[src/design/tlc_pkg.sv]
// Shared types and constants of the trajectory limit checker.
package tlc_pkg;

  localparam int TimeW   = 16;
  localparam int SampleW = 16;
  localparam int LimitW  = 15;
  localparam int CfgIdxW = 3;
  localparam int CfgW    = 16;

  // Shared multiplier operand and product widths
  localparam int MulAW = 33;
  localparam int MulBW = 17;
  localparam int MulPW = MulAW + MulBW;

  // Derived datapath widths
  localparam int DtW      = TimeW + 1;
  localparam int LatW     = 47;
  localparam int LatDiffW = LatW + 1;
  localparam int LatNumW  = LatDiffW + 10;
  localparam int LonNumW  = 27;
  localparam int LimDtW   = 32;
  localparam int LatShift = 24;

  localparam logic [MulBW-1:0] MsPerS = MulBW'(1000);

  // Configuration register indexes
  typedef enum logic [CfgIdxW-1:0] {
    CFG_TIME_HORIZON    = 3'd0,
    CFG_SPEED_LIMIT     = 3'd1,
    CFG_ACCEL_LIMIT     = 3'd2,
    CFG_CURVATURE_LIMIT = 3'd3,
    CFG_LON_JERK_LIMIT  = 3'd4,
    CFG_LAT_ACCEL_LIMIT = 3'd5,
    CFG_LAT_JERK_LIMIT  = 3'd6
  } cfg_idx_t;

  // Configuration reset values
  localparam logic [TimeW-1:0]  TimeHorizonRst    = 16'd8000;
  localparam logic [LimitW-1:0] SpeedLimitRst     = 15'd7680;
  localparam logic [LimitW-1:0] AccelLimitRst     = 15'd768;
  localparam logic [LimitW-1:0] CurvatureLimitRst = 15'd13107;
  localparam logic [LimitW-1:0] LonJerkLimitRst   = 15'd1280;
  localparam logic [LimitW-1:0] LatAccelLimitRst  = 15'd1024;
  localparam logic [LimitW-1:0] LatJerkLimitRst   = 15'd1280;

  // Sequencer states
  typedef enum logic [6:0] {
    ST_IDLE   = 7'b0000001,
    ST_VV     = 7'b0000010,
    ST_LAT    = 7'b0000100,
    ST_LON    = 7'b0001000,
    ST_LONLIM = 7'b0010000,
    ST_LATLIM = 7'b0100000,
    ST_DONE   = 7'b1000000
  } state_t;

endpackage

[src/design/tlc_mul.sv]
// Shared signed multiplier with a registered product.
module tlc_mul
  import tlc_pkg::*;
(
  input  logic                    clk,
  input  logic                    en,
  input  logic signed [MulAW-1:0] op_a,
  input  logic signed [MulBW-1:0] op_b,
  output logic signed [MulPW-1:0] prod
);

  // Hold the product while disabled
  always_ff @(posedge clk) begin
    if (en) begin
      prod <= op_a * op_b;
    end
  end

endmodule
[config.mk]
export PLATFORM = sky130hd
export DESIGN_NAME = tlc_mul
export DESIGN_NICKNAME = d
export VERILOG_FILES = /design/src/design/tlc_pkg.sv /design/src/design/tlc_mul.sv
export SDC_FILE = /design/constraint.sdc
export NUM_CORES = 2
export LEC_CHECK = 0
export ABC_AREA = 1
export BUFFER_PORTS_ARGS = -buffer_cell sky130_fd_sc_hd__buf_2
export CORE_ASPECT_RATIO = 1.4
export CORE_MARGIN = 2
export CORE_UTILIZATION = 60
export DETAILED_ROUTE_END_ITERATION = 8
export GPL_ROUTABILITY_DRIVEN = 0
export GPL_TIMING_DRIVEN = 0
export HOLD_SLACK_MARGIN = 0.06
export MAX_ROUTING_LAYER = met4
export PLACE_DENSITY_LB_ADDON = 0.05
export RECOVER_POWER = 25
export SYNTH_ARGS = -nofsm -noshare
export SYNTH_HDL_FRONTEND = slang
export SYNTH_SLANG_ARGS = --single-unit
export TNS_END_PERCENT = 20
[constraint.sdc]
create_clock -name clk -period 7.1 [get_ports clk]
set_input_delay 0.355 -clock clk [delete_from_list [all_inputs] [get_ports clk]]
set_output_delay 0.355 -clock clk [all_outputs]
set_load 0.005 [all_outputs]
## After elaboration in Yosys (flattened, before gate mapping)

Cells that the tools add are included.

| operators by class | value |
|---|---|
| div/mod/pow operators | 0 |
| multiplexer cells | 0 |
| reduce and logical (&&, ||, !) cells | 0 |
| eq/ne operators | 0 |
| bitwise logic cells | 0 |
| $lt $le $gt $ge | 0 |
| shifts and indexed selects | 0 |
| add/subtract/negate cells | 0 |
| multipliers | 1 |

Operator list:

| cell | count |
|---|---|
| $mul A33 B17 Y50 | 1 |

| word-level totals | value |
|---|---|
| RAM bits | 0 |
| memories | 0 |
| memory bits (read-only) | 0 |
| bits in registers | 50 |
| output and inout port bits | 50 |
| word-level logic and storage cells | 2 |
| latch bits | 0 |

## Longest topological paths before layout

| logic depth | value |
|---|---|
| word-level depth | 1 |
| gate-level depth with buffers | 29 |

## Worst setup path after synthesis

OpenSTA, ideal clock, no wires.

| timing | value |
|---|---|
| path kind | in2reg |
| start point | input op_a[32] |
| end point | register prod[48], data pin |
| data required time | 6.846 ns |
| library setup time | 0.254 ns |
| slack | 1.278 ns |
| cell stages on the path | 24 |
| data arrival time | 5.568 ns |
| path through | clkbuf_1 > clkbuf_1 > nand2_1 > fa_1 > inv_1 > fa_1 > inv_1 > fa_1 > inv_1 > fa_1 > inv_1 > fa_1 > inv_1 > fa_1 > ha_1 > inv_1 > nor3_2 > nand2_1 > nor2_1 > inv_1 > nor2_1 > nand2_1 > nand4_1 > nand2_1 |

| between the ends | value |
|---|---|
| word-level cells in the longest chain between the ends | 1 |

RTL lines:

| what | line | text |
|---|---|---|
| start: declaration | tlc_mul.sv:7 | `input logic signed [MulAW-1:0] op_a,` |
| $mul A33 B17 Y50 | tlc_mul.sv:15 | `prod <= op_a * op_b;` |
| end signal: assignment | tlc_mul.sv:15 |  |
| end: declaration | tlc_mul.sv:9 | `output logic signed [MulPW-1:0] prod` |

Every way passes these cells.
A chain may end at the register's enable or synchronous reset.

## Final worst setup path

| timing | value |
|---|---|
| start point | input op_b[0] |
| end point | register prod[40], data pin |

| between the ends | value |
|---|---|
| word-level cells in the longest chain between the ends | 1 |

RTL lines:

| what | line | text |
|---|---|---|
| start: declaration | tlc_mul.sv:8 | `input logic signed [MulBW-1:0] op_b,` |
| $mul A33 B17 Y50 | tlc_mul.sv:15 |  |

Every way passes these cells.

==> results.tsv <==
stage	metric	value	unit
setup_path	critPathKind	in2reg	
routing	post_drt_wl_per_cell	20.2	um
timing	finalCritPeriodShare	0.974	
floorplanning	coreArea	0.0375	mm2
global_route	grt_overflow_total	0	
clock_network	cts_root_buf	clkbuf_16	
yosys	synth_ff_type	edfxtp_1	
run_status	status	finished, final reports clean	
routing	highest_layer	met4	
setup_path	worstPathMaxFanout	11	
timing	setup_viol	0	
yosys	async_flop_share	0	
routing	drc	0	
timing	maxSlewHeadroom	0.238	
hold_path	hold_path.class	in2reg	
yosys	syn_nets	3681	
floorplanning	die_y	234	um
yosys	ys_types	25	
global_route	groute.usage.overall	0.391	
routing	wl_met1	23300	um
yosys	syn_area	0.0228	mm2
yosys	yosysTopAreaCellShare	0.472	
final_layout	drive_above_1_share	0.0329	
floorplanning	fp-row-count	84	
final_layout	synthToLayoutAreaGrowth	4.33	%
final_layout	final_util	0.633	
timing	fin_setup_tns	0	ns
yosys	synthCells	2976	
routing	viasPerCell	5.41	
placement	dp_slack	-0.0731	ns
final_layout	largest_reg_flops	50	
timing	finalCriticalPeriod	6.92	ns
final_layout	top_register	prod	
yosys	syn_area_per_cell	7.65	um2
routing	wl_met2	34400	um
global_route	grt_pass1_vias	20100	
clock_network	clock-sinks	50	
setup_path	required	7.15	ns
setup_path	cp-end-kind	register	
yosys	ys_warn_count	0	
placement	portBuffers	52	
global_route	antenna_found_initial	1	
timing	rsz0062_at_grt	no	
routing	vias	19000	
yosys	ys_ff_latch	50	
final_layout	final_common_cell	inv_1	
global_route	grt_max_degree	51	
final_layout	reg_top3	prod: 50 flops	
timing	worst_hold_slack	0.704	ns
yosys	ys_seq_area_frac	0.0660	
clock_network	cts-hold-fix-buffers	0	
timing	hold_viol	0	
yosys	synth_top_area_cell	fa_1	
flow_run	drv_cap	0	
routing	first_pass_iters	6	
routing	final_antenna_net_count	0	
setup_path	cp-start-kind	input pin	
clock_network	h-tree-depth	2	
final_layout	final_cell_mix	934 x inv_1, 924 x nand2_1, 536 x fa_1	
timing	worstMarginPinSlew	1.14	ns
clock_network	path_clk_slew	0.07	ns
final_layout	finalNetCount	3740	
floorplanning	die_x	169	um
routing	drtIter0Drc	1751	
setup_path	worstPathArrival	6.97	ns
global_route	grt_pass1_wl	109000	um
placement	hpwlAfterDp	59700	um
yosys	synth-edff-count	50	
yosys	synth_area_leaders	fa_1 47%, inv_1 15%, nand2_1 15%, edfxtp_1 6.6%, ha_1 6.4%	
timing	layout_setup_ws	0.183	ns
clock_network	numCtsBuffers	5	
routing	met3_length	6170	um
clock_network	cts_buffer_depth	2	
floorplanning	die-area	0.0395	mm2
clock_network	cts_tree	built	
timing	drv_slew	0	
routing	route.final.wire_length	70900	um
timing	max_clock_freq	145	MHz
floorplanning	initial_core_util	0.607	
floorplanning	io_pins	102	
==> per-layer routing <==
| metal | vias up | global-route usage |
|---|---|---|
| li1 | 8315 | - |
| met4 | 0 | 0.294 |
| met5 | - | - |
| met1 | 9321 | 0.423 |
| met3 | 329 | 0.0583 |
| met2 | 1036 | 0.655 |
==> area by class of cell <==
type	instances	area (um2)
inverter	943	3540
tap	473	592
multi-input combinational	1850	17200
clock buffer	6	129
clock inverter	2	37.5
buffer	133	502
fill	3455	13800
sequential	50	1500
antenna	1	2.50
timing repair buffer	52	223
==> synth_stat cells, types with 5 or more instances <==
cell type	number
inv_1	934
nand2_1	924
fa_1	536
clkbuf_1	132
ha_1	117
nor2_1	76
edfxtp_1	50
nand3_1	47
a21oi_1	32
nand2_2	21
xor2_1	21
nand4_1	18
nor2_2	14
inv_2	9
nor3_2	9
nor2_4	7
or2_2	7
nor3_1	5
xnor2_1	5
==> repair_timing <==
item,CTS,global route
buffers inserted,0,0
endpoints found under the setup margin,0,2
gates resized for setup,0,6
==> final timing paths <==
check | end | cells past startpoint | slack, ns | start
worst max-delay path | prod[40] | 21 | 0.18 | op_b[0]
worst min-delay path | prod[0] | 3 | 0.70 | op_a[0]
==> cell families after synthesis <==
logic type               after synthesis  synth area share
AND/OR/NAND/NOR                     1130             0.201
adder cells (fa/ha/maj)              653             0.536
flip-flops                            50            0.0660
buffers and inverters               1076             0.177
XOR/XNOR                              26            0.0100
AO/OA/AOI/OAI                         41           0.00962
==> stage by stage <==
step           std cells  instance area, um2
5_1_grt             3510               23700
6_report            3510               23700
3_3_place_gp        3501               23600
2_1_floorplan       2976               22800
4_1_cts             3509               23800
3_5_place_dp        3501               23600
==> critical path: stages <==
cell and delay [ns]:
clkbuf_1 0.34, clkbuf_1 0.70, nand2_1 0.10, inv_1 0.11, ha_1 0.35, fa_1 1.10
inv_1 0.35, fa_1 0.56, inv_1 0.06, fa_1 0.53, inv_1 0.05, fa_1 0.57
inv_1 0.07, ha_1 0.49, nand2_1 0.15, nor2_1 0.20, nand2_1 0.14, nor3_1 0.37
nand3b_1 0.16, nand4_1 0.11, nand2_1 0.08
Power is not shown: default switching activity piles up to over one toggle a cycle in this logic, so the estimate is an artifact.
